<file path="src/sv/imd_pkg.sv">
`timescale 1ns / 1ps

package imd_pkg;

    localparam int COUNT_WIDTH = 24;
    localparam int CFG_INDEX_WIDTH = 8;
    localparam int CFG_DATA_WIDTH = 32;
    localparam int META_WIDTH = 12;

    localparam logic [3:0] PREFIX_LEN = 4'd12;

    localparam logic [7:0] CH_LF = 8'h0A;
    localparam logic [7:0] CH_CR = 8'h0D;
    localparam logic [7:0] CH_SPACE = 8'h20;
    localparam logic [7:0] CH_TAB = 8'h09;
    localparam logic [7:0] CH_ZERO = 8'h30;
    localparam logic [7:0] CH_NINE = 8'h39;

    localparam logic [CFG_INDEX_WIDTH-1:0] REG_HEADER_MODE = 8'd0;
    localparam logic [CFG_INDEX_WIDTH-1:0] REG_METADATA_INTERVAL = 8'd1;

    typedef enum logic [1:0] {
        PH_PREFIX = 2'd0,
        PH_BLANKS = 2'd1,
        PH_DIGITS = 2'd2,
        PH_DONE   = 2'd3
    } imd_phase_t;

    typedef enum logic [1:0] {
        KIND_AUDIO    = 2'd0,
        KIND_META     = 2'd1,
        KIND_HDR_DONE = 2'd2
    } imd_kind_t;

    // Status from the header parser for the request being accepted.
    typedef struct packed {
        logic                   active;
        logic                   done;
        logic [COUNT_WIDTH-1:0] interval;
    } imd_hdr_status_t;

    // Characters of the header prefix "icy-metaint:".
    function automatic logic [7:0] prefix_char(input logic [3:0] pos);
        logic [7:0] ch;
        case (pos)
            4'd0:    ch = 8'h69;
            4'd1:    ch = 8'h63;
            4'd2:    ch = 8'h79;
            4'd3:    ch = 8'h2D;
            4'd4:    ch = 8'h6D;
            4'd5:    ch = 8'h65;
            4'd6:    ch = 8'h74;
            4'd7:    ch = 8'h61;
            4'd8:    ch = 8'h69;
            4'd9:    ch = 8'h6E;
            4'd10:   ch = 8'h74;
            4'd11:   ch = 8'h3A;
            default: ch = 8'h00;
        endcase
        return ch;
    endfunction

endpackage

</file>
<file path="src/sv/imd_stream_if.sv">
`timescale 1ns / 1ps

interface imd_stream_if;
    logic       valid;
    logic       ready;
    logic [7:0] data_byte;
    logic       first_of_stream;

    modport source (output valid, output data_byte, output first_of_stream, input ready);
    modport sink (input valid, input data_byte, input first_of_stream, output ready);
endinterface

</file>
<file path="src/sv/imd_result_if.sv">
`timescale 1ns / 1ps

interface imd_result_if;
    logic                            valid;
    logic                            ready;
    logic [7:0]                      out_byte;
    logic [1:0]                      out_kind;
    logic                            meta_last;
    logic [imd_pkg::COUNT_WIDTH-1:0] found_interval;

    modport source (output valid, output out_byte, output out_kind, output meta_last,
                    output found_interval, input ready);
    modport sink (input valid, input out_byte, input out_kind, input meta_last,
                  input found_interval, output ready);
endinterface

</file>
<file path="src/sv/imd_cfg_if.sv">
`timescale 1ns / 1ps

interface imd_cfg_if;
    logic                                valid;
    logic                                ready;
    logic [imd_pkg::CFG_INDEX_WIDTH-1:0] index;
    logic [imd_pkg::CFG_DATA_WIDTH-1:0]  data;

    modport source (output valid, output index, output data, input ready);
    modport sink (input valid, input index, input data, output ready);
endinterface

</file>
<file path="src/sv/imd_hdr_parser.sv">
`timescale 1ns / 1ps

module imd_hdr_parser (
    input  logic                     clk,
    input  logic                     rst_n,
    input  logic                     accept,
    input  logic                     first_of_stream,
    input  logic                     header_mode,
    input  logic [7:0]               data_byte,
    output imd_pkg::imd_hdr_status_t status
);

    logic                            finished_reg, finished_next;
    logic                            cr_seen_reg, cr_seen_next;
    logic                            line_started_reg, line_started_next;
    logic                            line_empty_reg, line_empty_next;
    logic [3:0]                      prefix_pos_reg, prefix_pos_next;
    imd_pkg::imd_phase_t             phase_reg, phase_next;
    logic [imd_pkg::COUNT_WIDTH-1:0] interval_reg, interval_next;

    logic                            finished_cur;
    logic                            cr_seen_cur;
    logic                            line_started_cur;
    logic                            line_empty_cur;
    logic [3:0]                      prefix_pos_cur;
    imd_pkg::imd_phase_t             phase_cur;
    logic [imd_pkg::COUNT_WIDTH-1:0] interval_cur;
    logic [imd_pkg::COUNT_WIDTH+3:0] times_ten;
    logic [3:0]                      digit;
    logic                            active;
    logic                            done;

    // A new connection clears the parse state before its first byte is handled.
    always_comb
    begin
        if (first_of_stream)
        begin
            finished_cur     = 1'b0;
            cr_seen_cur      = 1'b0;
            line_started_cur = 1'b0;
            line_empty_cur   = 1'b1;
            prefix_pos_cur   = 4'd0;
            phase_cur        = imd_pkg::PH_PREFIX;
            interval_cur     = '0;
        end
        else
        begin
            finished_cur     = finished_reg;
            cr_seen_cur      = cr_seen_reg;
            line_started_cur = line_started_reg;
            line_empty_cur   = line_empty_reg;
            prefix_pos_cur   = prefix_pos_reg;
            phase_cur        = phase_reg;
            interval_cur     = interval_reg;
        end
    end

    assign digit     = 4'(data_byte - imd_pkg::CH_ZERO);
    assign times_ten = {1'b0, interval_cur, 3'b000} + {3'b000, interval_cur, 1'b0}
                     + {(imd_pkg::COUNT_WIDTH)'(0), digit};
    assign active    = header_mode && !finished_cur;

    always_comb
    begin
        finished_next     = finished_cur;
        cr_seen_next      = cr_seen_cur;
        line_started_next = line_started_cur;
        line_empty_next   = line_empty_cur;
        prefix_pos_next   = prefix_pos_cur;
        phase_next        = phase_cur;
        interval_next     = interval_cur;
        done              = 1'b0;

        if (active)
        begin
            if (cr_seen_cur && data_byte == imd_pkg::CH_LF)
            begin
                cr_seen_next = 1'b0;
                if (line_started_cur && line_empty_cur)
                begin
                    finished_next = 1'b1;
                    done          = 1'b1;
                end
                else
                begin
                    line_started_next = 1'b1;
                    line_empty_next   = 1'b1;
                    prefix_pos_next   = 4'd0;
                    phase_next        = imd_pkg::PH_PREFIX;
                end
            end
            else if (data_byte == imd_pkg::CH_CR)
            begin
                cr_seen_next = 1'b1;
            end
            else
            begin
                cr_seen_next = 1'b0;
                // Bytes of the status line are ignored.
                if (line_started_cur)
                begin
                    line_empty_next = 1'b0;
                    case (phase_cur)
                        imd_pkg::PH_PREFIX:
                        begin
                            if (prefix_pos_cur < imd_pkg::PREFIX_LEN
                                && data_byte == imd_pkg::prefix_char(prefix_pos_cur))
                            begin
                                prefix_pos_next = prefix_pos_cur + 4'd1;
                                if (prefix_pos_cur + 4'd1 == imd_pkg::PREFIX_LEN)
                                begin
                                    phase_next    = imd_pkg::PH_BLANKS;
                                    interval_next = '0;
                                end
                            end
                            else
                            begin
                                phase_next = imd_pkg::PH_DONE;
                            end
                        end
                        imd_pkg::PH_BLANKS, imd_pkg::PH_DIGITS:
                        begin
                            if (phase_cur == imd_pkg::PH_BLANKS
                                && (data_byte == imd_pkg::CH_SPACE
                                    || data_byte == imd_pkg::CH_TAB))
                            begin
                                phase_next = imd_pkg::PH_BLANKS;
                            end
                            else if (data_byte inside {[imd_pkg::CH_ZERO:imd_pkg::CH_NINE]})
                            begin
                                phase_next = imd_pkg::PH_DIGITS;
                                if (times_ten[imd_pkg::COUNT_WIDTH+3:imd_pkg::COUNT_WIDTH]
                                    != 4'd0)
                                begin
                                    interval_next = '1;
                                end
                                else
                                begin
                                    interval_next = times_ten[imd_pkg::COUNT_WIDTH-1:0];
                                end
                            end
                            else
                            begin
                                phase_next = imd_pkg::PH_DONE;
                            end
                        end
                        default:
                        begin
                            phase_next = phase_cur;
                        end
                    endcase
                end
            end
        end
    end

    always_ff @(posedge clk or negedge rst_n)
    begin
        if (!rst_n)
        begin
            finished_reg     <= 1'b0;
            cr_seen_reg      <= 1'b0;
            line_started_reg <= 1'b0;
            line_empty_reg   <= 1'b1;
            prefix_pos_reg   <= 4'd0;
            phase_reg        <= imd_pkg::PH_PREFIX;
            interval_reg     <= '0;
        end
        else if (accept)
        begin
            finished_reg     <= finished_next;
            cr_seen_reg      <= cr_seen_next;
            line_started_reg <= line_started_next;
            line_empty_reg   <= line_empty_next;
            prefix_pos_reg   <= prefix_pos_next;
            phase_reg        <= phase_next;
            interval_reg     <= interval_next;
        end
    end

    assign status.active   = active;
    assign status.done     = done;
    assign status.interval = interval_cur;

endmodule

</file>
<file path="src/sv/icy_metadata_demux_unit.sv">
`timescale 1ns / 1ps

// Stream metadata demultiplexer. One stream byte is accepted per clock cycle unless a held
// result is not taken, and each request is fully handled in the cycle it is accepted: its
// result, if any, appears in the output register on the next cycle. Input is still taken
// while a finished result waits, as long as that result is being taken in the same cycle.
// Header bytes, length bytes and zero-length blocks give no result; the final LF of the
// header block gives one headers-complete result carrying the parsed interval. Register
// writes are accepted in every cycle and should be made only while the block is idle.
module icy_metadata_demux_unit (
    input  logic        clk,
    input  logic        rst_n,
    imd_stream_if.sink  stream,
    imd_result_if.source result,
    imd_cfg_if.sink     control
);

    logic                                header_mode_reg;
    logic [imd_pkg::COUNT_WIDTH-1:0]     interval_cfg_reg;

    logic [imd_pkg::COUNT_WIDTH-1:0]     audio_count_reg, audio_count_next;
    logic [imd_pkg::META_WIDTH-1:0]      meta_remaining_reg, meta_remaining_next;

    logic                                out_valid_reg, out_valid_next;
    logic [7:0]                          out_byte_reg;
    imd_pkg::imd_kind_t                  out_kind_reg, out_kind_next;
    logic                                meta_last_reg, meta_last_next;
    logic [imd_pkg::COUNT_WIDTH-1:0]     found_interval_reg, found_interval_next;

    logic                                accept;
    logic                                emit;
    logic [imd_pkg::COUNT_WIDTH-1:0]     audio_count_cur;
    logic [imd_pkg::META_WIDTH-1:0]      meta_remaining_cur;
    logic [imd_pkg::META_WIDTH-1:0]      meta_dec;
    logic [imd_pkg::COUNT_WIDTH-1:0]     interval;
    imd_pkg::imd_hdr_status_t            hdr;

    assign stream.ready  = !out_valid_reg || result.ready;
    assign accept        = stream.valid && stream.ready;
    assign control.ready = 1'b1;

    imd_hdr_parser u_hdr (
        .clk             (clk),
        .rst_n           (rst_n),
        .accept          (accept),
        .first_of_stream (stream.first_of_stream),
        .header_mode     (header_mode_reg),
        .data_byte       (stream.data_byte),
        .status          (hdr)
    );

    always_ff @(posedge clk or negedge rst_n)
    begin
        if (!rst_n)
        begin
            header_mode_reg  <= 1'b0;
            interval_cfg_reg <= '0;
        end
        else if (control.valid)
        begin
            if (control.index == imd_pkg::REG_HEADER_MODE)
            begin
                header_mode_reg <= control.data[0];
            end
            else if (control.index == imd_pkg::REG_METADATA_INTERVAL)
            begin
                interval_cfg_reg <= control.data[imd_pkg::COUNT_WIDTH-1:0];
            end
        end
    end

    assign audio_count_cur    = stream.first_of_stream ? '0 : audio_count_reg;
    assign meta_remaining_cur = stream.first_of_stream ? '0 : meta_remaining_reg;
    assign meta_dec           = meta_remaining_cur - (imd_pkg::META_WIDTH)'(1);
    assign interval           = header_mode_reg ? hdr.interval : interval_cfg_reg;

    always_comb
    begin
        audio_count_next    = audio_count_cur;
        meta_remaining_next = meta_remaining_cur;
        emit                = 1'b0;
        out_kind_next       = imd_pkg::KIND_AUDIO;
        meta_last_next      = 1'b0;
        found_interval_next = '0;

        if (hdr.active)
        begin
            if (hdr.done)
            begin
                emit                = 1'b1;
                out_kind_next       = imd_pkg::KIND_HDR_DONE;
                found_interval_next = hdr.interval;
            end
        end
        else if (meta_remaining_cur != '0)
        begin
            meta_remaining_next = meta_dec;
            emit                = 1'b1;
            out_kind_next       = imd_pkg::KIND_META;
            if (meta_dec == '0)
            begin
                audio_count_next = '0;
                meta_last_next   = 1'b1;
            end
        end
        else if (interval != '0 && audio_count_cur == interval)
        begin
            // Length byte: the block is sixteen times this many bytes long.
            meta_remaining_next = {stream.data_byte, 4'b0000};
            if (stream.data_byte == 8'd0)
            begin
                audio_count_next = '0;
            end
        end
        else
        begin
            audio_count_next = audio_count_cur + (imd_pkg::COUNT_WIDTH)'(1);
            emit             = 1'b1;
        end
    end

    always_ff @(posedge clk or negedge rst_n)
    begin
        if (!rst_n)
        begin
            audio_count_reg    <= '0;
            meta_remaining_reg <= '0;
        end
        else if (accept)
        begin
            audio_count_reg    <= audio_count_next;
            meta_remaining_reg <= meta_remaining_next;
        end
    end

    always_comb
    begin
        if (accept && emit)
        begin
            out_valid_next = 1'b1;
        end
        else if (result.ready)
        begin
            out_valid_next = 1'b0;
        end
        else
        begin
            out_valid_next = out_valid_reg;
        end
    end

    always_ff @(posedge clk or negedge rst_n)
    begin
        if (!rst_n)
        begin
            out_valid_reg <= 1'b0;
        end
        else
        begin
            out_valid_reg <= out_valid_next;
        end
    end

    always_ff @(posedge clk)
    begin
        if (accept && emit)
        begin
            out_byte_reg       <= (out_kind_next == imd_pkg::KIND_HDR_DONE) ? 8'd0
                                                                             : stream.data_byte;
            out_kind_reg       <= out_kind_next;
            meta_last_reg      <= meta_last_next;
            found_interval_reg <= found_interval_next;
        end
    end

    assign result.valid          = out_valid_reg;
    assign result.out_byte       = out_byte_reg;
    assign result.out_kind       = out_kind_reg;
    assign result.meta_last      = meta_last_reg;
    assign result.found_interval = found_interval_reg;

endmodule

</file>
<file path="src/flat_wrapper.sv">
// flat-port wrapper written by rule: the top's interface ports become plain ports
module icy_metadata_demux_unit_flat 
  (clk, rst_n, stream_valid, stream_data_byte, stream_first_of_stream, stream_ready, result_valid, result_out_byte, result_out_kind, result_meta_last, result_found_interval, result_ready, control_valid, control_index, control_data, control_ready);
  imd_stream_if stream_i ();
  imd_result_if result_i ();
  imd_cfg_if control_i ();
  input  logic clk;
  input  logic rst_n;
  input wire logic [$bits(stream_i.valid)-1:0] stream_valid;
  input wire logic [$bits(stream_i.data_byte)-1:0] stream_data_byte;
  input wire logic [$bits(stream_i.first_of_stream)-1:0] stream_first_of_stream;
  output wire logic [$bits(stream_i.ready)-1:0] stream_ready;
  output wire logic [$bits(result_i.valid)-1:0] result_valid;
  output wire logic [$bits(result_i.out_byte)-1:0] result_out_byte;
  output wire logic [$bits(result_i.out_kind)-1:0] result_out_kind;
  output wire logic [$bits(result_i.meta_last)-1:0] result_meta_last;
  output wire logic [$bits(result_i.found_interval)-1:0] result_found_interval;
  input wire logic [$bits(result_i.ready)-1:0] result_ready;
  input wire logic [$bits(control_i.valid)-1:0] control_valid;
  input wire logic [$bits(control_i.index)-1:0] control_index;
  input wire logic [$bits(control_i.data)-1:0] control_data;
  output wire logic [$bits(control_i.ready)-1:0] control_ready;
  assign stream_i.valid = stream_valid;
  assign stream_i.data_byte = stream_data_byte;
  assign stream_i.first_of_stream = stream_first_of_stream;
  assign stream_ready = stream_i.ready;
  assign result_valid = result_i.valid;
  assign result_out_byte = result_i.out_byte;
  assign result_out_kind = result_i.out_kind;
  assign result_meta_last = result_i.meta_last;
  assign result_found_interval = result_i.found_interval;
  assign result_i.ready = result_ready;
  assign control_i.valid = control_valid;
  assign control_i.index = control_index;
  assign control_i.data = control_data;
  assign control_ready = control_i.ready;
  icy_metadata_demux_unit u_core (.clk(clk), .rst_n(rst_n), .stream(stream_i), .result(result_i), .control(control_i));
endmodule
</file>
<file path="config.mk">
export PLATFORM = sky130hd
export DESIGN_NAME = icy_metadata_demux_unit_flat
export DESIGN_NICKNAME = d
export VERILOG_FILES = /design/src/sv/imd_pkg.sv /design/src/sv/imd_stream_if.sv /design/src/sv/imd_result_if.sv /design/src/sv/imd_cfg_if.sv /design/src/sv/imd_hdr_parser.sv /design/src/sv/icy_metadata_demux_unit.sv /design/src/flat_wrapper.sv
export SDC_FILE = /design/constraint.sdc
export NUM_CORES = 1
export LEC_CHECK = 0
export BUFFER_PORTS_ARGS = -buffer_cell sky130_fd_sc_hd__buf_2
export CAP_MARGIN = 20
export CORE_UTILIZATION = 35
export CTS_BUF_LIST = sky130_fd_sc_hd__clkbuf_8
export CTS_CLUSTER_DIAMETER = 60
export DETAILED_ROUTE_END_ITERATION = 8
export GPL_TIMING_DRIVEN = 1
export SKIP_LAST_GASP = 1
export SYNTH_ARGS = -nofsm -noshare
export SYNTH_HDL_FRONTEND = slang
export SYNTH_SLANG_ARGS = --single-unit
</file>
<file path="constraint.sdc">
create_clock -name clk -period 5.24 [get_ports clk]
set_input_delay 0.524 -clock clk [delete_from_list [all_inputs] [get_ports clk]]
set_output_delay 0.524 -clock clk [all_outputs]
set_load 0.005 [all_outputs]
</file>
# Yosys cells after proc, flatten, opt, wreduce, memory -nomap -nowiden
# Memories as Yosys holds them, arrays and structs flattened.
# Cells that the tools add are included.
[classes]
n_addsub = 6
order_cmp = 3
eq_ne = 11
muxes = 77
n_bitwise = 2
reduce_logical = 26
[op_table]
columns = ["operator", "count"]
rows = [
  ["$mux W24", 17],
  ["$mux W12", 4],
  ["$pmux W24 S2", 1],
  ["$mux W8", 5],
  ["$mux W4", 8],
  ["$mux W1", 30],
  ["$add A27 B25 Y28", 1],
  ["$add A28 B4 Y28", 1],
  ["$add A24 B1 Y24 const B", 1],
  ["$eq A24 B24 Y1", 1],
  ["$eq A8 B4 Y1 const B", 3],
  ["$reduce_bool A24 Y1", 1],
  ["$mux W2", 11],
  ["$logic_not A8 Y1", 2],
  ["$logic_not A12 Y1", 1],
  ["$reduce_bool A12 Y1", 1],
  ["$sub A12 B1 Y12 const B", 1],
  ["$logic_and A1 B1 Y1", 9],
  ["$eq A8 B1 Y1 const B", 1],
  ["$eq A8 B6 Y1 const B", 1],
  ["$eq A8 B8 Y1", 1],
  ["$ge A8 B6 Y1 const B", 1],
  ["$le A8 B6 Y1 const B", 1],
  ["$add A4 B1 Y4 const B", 1],
  ["other kinds (15)", 21],
]
[totals]
ff_bits = 131
romBits = 112
n_memories = 1
[mem_list]
columns = ["name", "words", "word_bits", "read_ports", "rd_clocked_by_memory_dff", "wr", "line", "text"]
rows = [
  ["(no name shown)", 16, 7, 1, 0, 0, "imd_pkg.sv:45", "case (pos)"],
]

# Depth between registers and ports, before layout
# Gate-level depths: netlist of the first run.
[depth]
ltp_word = 15
depth_mapped = 20
mapped_depth_nobuf = 16

# Cells and area by module
# From an unflattened synthesis of the first run, not the netlist that was laid out.
[hier_totals]
cells_unflattened = 1117
area_unflattened_um2 = 10007.1
[modules_own_cells]
columns = ["module", "instances", "cells_per_inst", "area_each_um2"]
rows = [
  ["icy_metadata_demux_unit", 1, 591, 5929.4],
  ["imd_hdr_parser", 1, 526, 4077.7],
]

# Least setup slack after synthesis of the first run
# OpenSTA, ideal clock, no wires.
[synth_timing]
path_kind = "input -> register"
start = "input port stream_first_of_stream"
end = "register u_core.u_hdr.interval_reg[20] (netlist name)"
arrival_time_ns = 5.208
t_required_ns = 5.094
slack_ns = -0.114
stages = 19
path_buffers = 7
cell_sequence = "clkbuf_1 > buf_1 > buf_1 > clkbuf_1 > clkbuf_1 > buf_1 > nor2b_1 > ha_1 > ha_1 > and2_1 > nand2_1 > nand2_2 > and2_1 > or4_4 > or3_2 > o211a_1 > buf_2 > o41ai_4 > o211ai_1"
[synth_lines]
columns = ["item", "line", "text"]
rows = [
  ["from (decl)", "flat_wrapper.sv:11", "input wire logic [$bits(stream_i.first_of_stream)-1:0] stream_first_of_stream;"],
  ["to (signal assigned)", "imd_hdr_parser.sv:177", "interval_reg <= interval_next;"],
  ["to (decl)", "imd_hdr_parser.sv:19", "logic [imd_pkg::COUNT_WIDTH-1:0] interval_reg, interval_next;"],
]

# Final worst setup path of the first run
[layout_timing]
start = "register u_core.u_hdr.interval_reg[0] (netlist name)"
end = "register u_core.u_hdr.interval_reg[3] (netlist name)"
[layout_via]
elab_chain_len = 12
[layout_rtl]
columns = ["item", "line", "text"]
rows = [
  ["$mux W24 *", "imd_hdr_parser.sv:36", "if (first_of_stream)"],
  ["$add A27 B25 Y28 *", "imd_hdr_parser.sv:59", "assign times_ten = {1'b0, interval_cur, 3'b000} + {3'b000, interval_cur, 1'b0}"],
  ["$add A28 B4 Y28 *", "imd_hdr_parser.sv:60", "+ {(imd_pkg::COUNT_WIDTH)'(0), digit};"],
  ["$reduce_bool A4 Y1", "imd_hdr_parser.sv:132", "if (times_ten[imd_pkg::COUNT_WIDTH+3:imd_pkg::COUNT_WIDTH]"],
  ["$mux W24 *", "imd_hdr_parser.sv:132", ""],
  ["$mux W24 *", "imd_hdr_parser.sv:129", "else if (data_byte inside {[imd_pkg::CH_ZERO:imd_pkg::CH_NINE]})"],
  ["$mux W24 *", "imd_hdr_parser.sv:123", "if (phase_cur == imd_pkg::PH_BLANKS"],
  ["$pmux W24 S2 *", "imd_hdr_parser.sv:103", "case (phase_cur)"],
  ["$mux W24 *", "imd_hdr_parser.sv:100", "if (line_started_cur)"],
  ["$mux W24 *", "imd_hdr_parser.sv:92", "else if (data_byte == imd_pkg::CH_CR)"],
  ["$mux W24 *", "imd_hdr_parser.sv:76", "if (cr_seen_cur && data_byte == imd_pkg::CH_LF)"],
  ["$mux W24 *", "imd_hdr_parser.sv:74", "if (active)"],
]
# Mark *: on every way between the ends. The rest lies on a longest branch, timed or not.
# A chain may end at the register's enable or synchronous reset.

==> results of run 1 <==
## worst register-to-register path, stage by stage, from the launching register on
cell,delay [ns]
dfrtp_1,0.50
nor2b_1,0.31
xor2_1,0.11
ha_1,0.31
inv_1,0.06
fa_1,0.45
nor2b_1,0.16
o31a_1,0.18
o211ai_1,0.10
nand2_1,0.13
a41oi_1,0.24
or3_2,0.53
o211a_1,0.34
nor4_4,0.66
a41oi_1,0.20
## cells in the final DEF, fill, tap and decap left out, types with 21 or more instances in the layout
cell type	count
nor2b_1	32
nand3_1	30
dfrtp_1	95
xnor2_1	42
a21oi_1	86
nor3_1	28
ha_1	53
nand2_1	99
and3_1	21
o22ai_1	22
edfxtp_1	35
nand4_1	24
o21ai_0	74
and2_1	29
nor4_1	30
mux2_2	25
nor2_1	78
inv_1	48
buf_2	81
## per-stage QoR
stage	setup WS (ns)	cell area [µm²]	power [mW]	hold slack (ns)
after floorplan	0.07816	9881	1.567	0.2284
after global placement	0.4524	10590	1.733	0.4691
after detailed placement	0.4527	10590	1.739	0.4731
after CTS	0.8408	10960	2.598	0.06438
after global routing	0.5556	10980	2.719	0.08761
final	0.7944	10980	2.589	0.05961
## how the worst min path moves through the flow
stage               depth (start not counted)                              to  slack (ns)
floorplan                                   0       u_core.audio_count_reg[0]        0.23
global placement                            2        u_core.u_hdr.cr_seen_reg        0.47
detailed placement                          2        u_core.u_hdr.cr_seen_reg        0.47
CTS                                         1    u_core.meta_remaining_reg[2]        0.06
global route                                1  u_core.u_hdr.prefix_pos_reg[2]        0.09
finish                                      1  u_core.u_hdr.prefix_pos_reg[2]        0.06
## layout make-up
class / instances / area (µm²) / share of cell area
sequential: 131 / 3455 / 0.3148
inverter: 50 / 187.7 / 0.01710
clock inverter: 15 / 135.1 / 0.01231
timing repair buffer: 100 / 553.0 / 0.05039
multi-input combinational: 893 / 5938 / 0.5410
tap: 378 / 473.0 / 0.04309
clock buffer: 17 / 234.0 / 0.02132
## cells by family after synthesis
group           share of synthesized area
xor+xnor                          0.04965
simple gates                       0.2304
mux                               0.03559
other cells                     0.0003796
flops                              0.3497
compound gates                     0.2148
fa+ha+maj                         0.06916
buf+inv                           0.05028
## routing by layer
layer	wire (µm)	GRT usage	vias to the layer above
met2	13820	0.3355	380
met1	14200	0.3152	4494
met4	499	0.06110	0
li1	-	-	4325
met3	2156	0.03558	46
met5	0	0	-
## power groups by stage
stage / Sequential [mW] / Combinational, mW / Clock [mW]
final: 1.22 / 0.504 / 0.864
after global routing: 1.23 / 0.562 / 0.923
after global placement: 1.24 / 0.494 / 0
after detailed placement: 1.24 / 0.500 / 0
after floorplan: 1.19 / 0.373 / 0
after CTS: 1.22 / 0.502 / 0.877
==> impl_metrics.csv, run 1 <==
group,metric,value,unit
status,status,"finished clean",
die,fp.dieH,170,µm
finish,area_growth,11.11,%
logic_synthesis,syn_inst,1144,
logic_synthesis,synth_area,9878,µm²
logic_synthesis,yosys.cell_types.count,88,
routing,num_vias,9245,
finish,nFillCells,2884,
critical_path,rrSetupSlack,0.79,ns
logic_synthesis,synth-seq-cells,131,
global_routing,grt_use_total,0.2188,
logic_synthesis,synth_top_area_cell,"dfrtp_1",
critical_path,worstReg2RegStart,"u_core.u_hdr.interval_reg[0]",
logic_synthesis,synth.avg_cell_area,8.635,µm²
clocking,cts_resized,0,
timing,slew_headroom,0.2840,
die,row_count,61,
critical_path,critical_path.endpoint_type,"register",
logic_synthesis,synth_edf_count,35,
finish,finalNonFillerCells,1584,
finish,post-route-util,0.3951,
clocking,htreeDepth,4,
routing,avgViaCountPerCell,5.836,
power_and_ir_drop,leakage,4.620,nW
critical_path,required,5.57,ns
global_routing,grt_pass1_wl,48990,µm
timing,setup_viol,0,
timing,timing.final.crit_share,0.8484,
clocking,postCtsSetupBuffers,0,
logic_synthesis,yosysMostFrequentCell,"nand2_1",
critical_path,critPathArrivalTime,4.77,ns
critical_path,path_max_fanout,13,
critical_path,worst_setup_path_start_kind,"register",
critical_path,r2r_cells,14,
finish,drive_gt1_frac,0.1526,
die,start_util,0.3556,
critical_path,cp_top_family,"simple AND/OR/NAND/NOR gates",
timing,worst_slew_pin_slew,1.067,ns
clocking,numClockSinks,131,
finish,nets,1301,
power_and_ir_drop,combPwrFrac,0.195,
timing,fmax,224.9,MHz
place,portBuffers,82,
logic_synthesis,yosysTopAreaCellShare,0.2407,
logic_synthesis,synth_area_leaders,"dfrtp_1 24%, edfxtp_1 11%, ha_1 6.7%, a21oi_1 4.4%, nand2_1 3.8%",
logic_synthesis,synth_flop_cell,"dfrtp_1",
power_and_ir_drop,p_sw_frac,0.3570,
worst_hold_path,hold_path.class,"in2async",
logic_synthesis,async_reset_ff_frac,0.7328,
place,place.gp.congestion,0.9113,
routing,antenna_left,0,
critical_path,crit_cells,14,
die,die_area,28900,µm²
power_and_ir_drop,pwr-share-seq,0.472,
routing,drt_first_pass_iters,5,
logic_synthesis,yosys_warnings,0,
critical_path,cpMaxStageDelayCell,"nor4_4",
die,dieWidth,170,µm
die,io_pins,92,
timing,rsz0062_at_grt,"no",
logic_synthesis,syn_nets,1252,
global_routing,grt_start_max_net_pins,55,
clocking,ctsLongestPathBuffers,2,
critical_path,reg2reg_to,"u_core.u_hdr.interval_reg[3]",
power_and_ir_drop,p_clk_frac,0.334,
timing,fin_skew,0.02038,ns
die,fp.coreArea,27780,µm²
power_and_ir_drop,ir_worst_vdd,0.1144,mV
place,dp_hpwl,22440,µm
clocking,numCtsBuffers,17,
power_and_ir_drop,p_int,1.665,mW
critical_path,slowest_delay,0.65,ns
clocking,ctsHoldBuffers,0,
logic_synthesis,synth_common_cells,"99 x nand2_1, 95 x dfrtp_1, 87 x a21oi_1, 78 x nor2_1, 74 x o21ai_0",
global_routing,grt_antenna_before_repair,0,
critical_path,setup.worst_path.end,"u_core.u_hdr.interval_reg[3]",
power_and_ir_drop,power_switching,0.9241,mW
timing,slew_violations,0,
timing,period_minus_slack,4.446,ns
critical_path,startpoint,"u_core.u_hdr.interval_reg[0]",
routing,drt-wirelength-per-cell,19.36,µm
job,cap_violations,0,
global_routing,first_global_vias,8770,
place,dp.cells,1550,
routing,drc,0,
power_and_ir_drop,p_per_area,235.9,nW/µm²
logic_synthesis,yosysSeqAreaShare,0.3497,
finish,diodes,0,
critical_path,crit_buf_inv,1,
critical_path,crit_type,"reg2reg",
routing,drt_iter0_drc,834,
critical_path,path_cells,"nor2b_1, xor2_1, ha_1, inv_1, fa_1, nor2b_1, o31a_1, o211ai_1, nand2_1, a41oi_1, or3_2, o211a_1, nor4_4, a41oi_1",
timing,tns,0,ns
clocking,cts_tree,"yes",
global_routing,overflow,0,
clocking,clock_latency,0.48,ns
timing,hold_violations,0,
clocking,clk_pin_slew,0.09,ns
clocking,cts-root-buf,"clkbuf_8",
routing,wl,30670,µm
Power figures use the tool's default switching activity.
==> run 2, diff against run 1 <==
==> constraint.sdc (replaced) <==
create_clock -name clk -period 4.1 [get_ports clk]
set_input_delay 0.41 -clock clk [delete_from_list [all_inputs] [get_ports clk]]
set_output_delay 0.41 -clock clk [all_outputs]
set_load 0.005 [all_outputs]
==> run 2 against run 1 <==
Cell area rose by 11%. Sequential power rose by 27%. Utilization rose by 4.4 points. Fmax rose by 13%. Sequential cell count did not move. Critical path depth rose by 2. Final cell count rose by 8.5%.
==> impl_metrics.csv, run 2 (synthesized netlist as in run 1, its figures left out) <==
group,metric,value,unit
clocking,numClockSinks,131,
timing,worst_slew_pin_slew,1.011,ns
finish,mostFrequentLayoutCells,"150 x buf_4, 99 x nand2_1, 95 x dfrtp_1",
critical_path,slowest_delay,0.50,ns
routing,avgViaCountPerCell,5.614,
critical_path,crit_type,"reg2reg",
worst_hold_path,hold_path.class,"in2async",
place,dp_slack,-0.1369,ns
critical_path,cp_top_family,"compound AO/OA/AOI/OAI gates",
global_routing,grt_pass1_wl,51160,µm
job,cap_violations,0,
routing,antenna_left,0,
place,portBuffers,82,
timing,setup_viol,0,
routing,wl,32230,µm
timing,slew_violations,0,
timing,slew_headroom,0.3258,
critical_path,crit_top_cell,"buf_4",
place,dp_hpwl,24300,µm
timing,fmax,253.8,MHz
power_and_ir_drop,leakage,5.337,nW
global_routing,grt_start_max_net_pins,71,
clocking,clk_pin_slew,0.10,ns
critical_path,worst_setup_path_start_kind,"register",
critical_path,crit_buf_inv,3,
clocking,cts_tree,"yes",
critical_path,path_cells,"nor2b_1, buf_4, xor2_1, ha_1, inv_1, fa_2, nor2b_2, o31a_1, o21ai_0, nand2b_1, a21oi_1, o41a_2, xnor2_2, buf_4, or4_1, a22o_1",
global_routing,grt_antenna_before_repair,0,
critical_path,required,4.46,ns
finish,nFillCells,2842,
power_and_ir_drop,ir_worst_vdd,0.1851,mV
critical_path,critical_path.endpoint_type,"register",
die,start_util,0.3556,
die,fp.coreArea,27780,µm²
routing,drt-wirelength-per-cell,18.76,µm
power_and_ir_drop,p_per_area,279.1,nW/µm²
critical_path,cpMaxStageDelayCell,"o41a_2",
clocking,htreeDepth,4,
die,fp.dieH,170,µm
routing,drt_iter0_drc,788,
status,status,"finished clean",
die,io_pins,92,
finish,area_growth,23.51,%
clocking,clock_latency,0.47,ns
finish,layout_commonest_cell,"buf_4",
clocking,cts-root-buf,"clkbuf_8",
routing,drt_first_pass_iters,5,
critical_path,path_max_fanout,4,
finish,nets,1435,
clocking,ctsHoldBuffers,0,
timing,fin_skew,0.01498,ns
timing,hold_violations,0,
timing,timing.final.crit_share,0.9611,
finish,drive_gt1_frac,0.2530,
finish,post-route-util,0.4392,
critical_path,critPathArrivalTime,4.30,ns
global_routing,first_global_vias,9198,
routing,num_vias,9645,
clocking,numCtsBuffers,17,
die,dieWidth,170,µm
place,place.gp.congestion,0.9213,
routing,drc,0,
timing,rsz0062_at_grt,"no",
clocking,ctsLongestPathBuffers,2,
die,die_area,28900,µm²
global_routing,overflow,0,
finish,diodes,0,
die,row_count,61,
timing,period_minus_slack,3.941,ns
timing,setup_slack,0.1594,ns
global_routing,grt_use_total,0.2272,
## run 2: cell types whose count changed in the layout (fill, tap and decap cells not counted), sizes merged
cell,before,now
buf,99,234
clkinv,2,7
inv,62,58
clkbuf,18,17
clkinvlp,1,0
## run 2: where the power goes
| group | total [mW] | switching (mW) | internal, mW |
|---|---|---|---|
| Combinational | 0.689 | 0.410 | 0.279 |
| Sequential | 1.55 | 0.121 | 1.43 |
| Clock | 1.16 | 0.688 | 0.473 |
| Total | 3.41 | 1.22 | 2.19 |
## run 2: timing repair
| item | CTS | global route |
|---|---|---|
| gates resized for setup | 0 | 6 |
| setup endpoints to repair | 0 | 23 |
| setup buffers | 0 | 1 |
## run 2: worst paths after layout
check	from	endpoint	slack [ns]	depth (start not counted)
min in group clk	control_data[14]	u_core.interval_cfg_reg[14]	0.15	2
min reg2reg	u_core.u_hdr.cr_seen_reg	u_core.u_hdr.cr_seen_reg	0.50	2
max in group asynchronous	rst_n	u_core.audio_count_reg[12]	3.02	2
max reg2reg	u_core.u_hdr.interval_reg[0]	u_core.u_hdr.interval_reg[0]	0.16	16
max	u_core.u_hdr.interval_reg[0]	u_core.u_hdr.interval_reg[0]	0.16	16
min	rst_n	u_core.u_hdr.prefix_pos_reg[0]	0.09	1
## run 2: per-layer routing
layer | global-route usage | up-vias | share of wire
met4 | 0.06776 | 0 | 0.021
met3 | 0.03395 | 51 | 0.055
met5 | 0 | - | 0
li1 | - | 4596 | -
met2 | 0.3587 | 323 | 0.46
met1 | 0.3190 | 4675 | 0.47
## run 2: final cells by class
| cell class | count | area [µm²] | share of cell area |
|---|---|---|---|
| Clock buffer | 17 | 234.0 | 0.01918 |
| Clock inverter | 15 | 191.4 | 0.01569 |
| Inverter | 50 | 187.7 | 0.01538 |
| Multi-Input combinational cell | 893 | 6073 | 0.4978 |
| Sequential cell | 131 | 3455 | 0.2831 |
| Tap cell | 378 | 473.0 | 0.03877 |
| Timing Repair Buffer | 234 | 1587 | 0.1300 |
## run 2: per-stage QoR
step                      total power [mW]  area, µm²  instances  hold slack [ns]  setup TNS (ns)
after CTS                            3.416      12150       1716           0.1303               0
after detailed placement             2.256      11730       1684           0.4738         -0.4083
after global placement               2.249      11730       1684           0.4674         -0.1402
final                                3.405      12200       1718          0.09292               0
after global routing                 3.569      12200       1718           0.1377               0
after floorplan                      2.009      10050       1144           0.1144        -0.02684
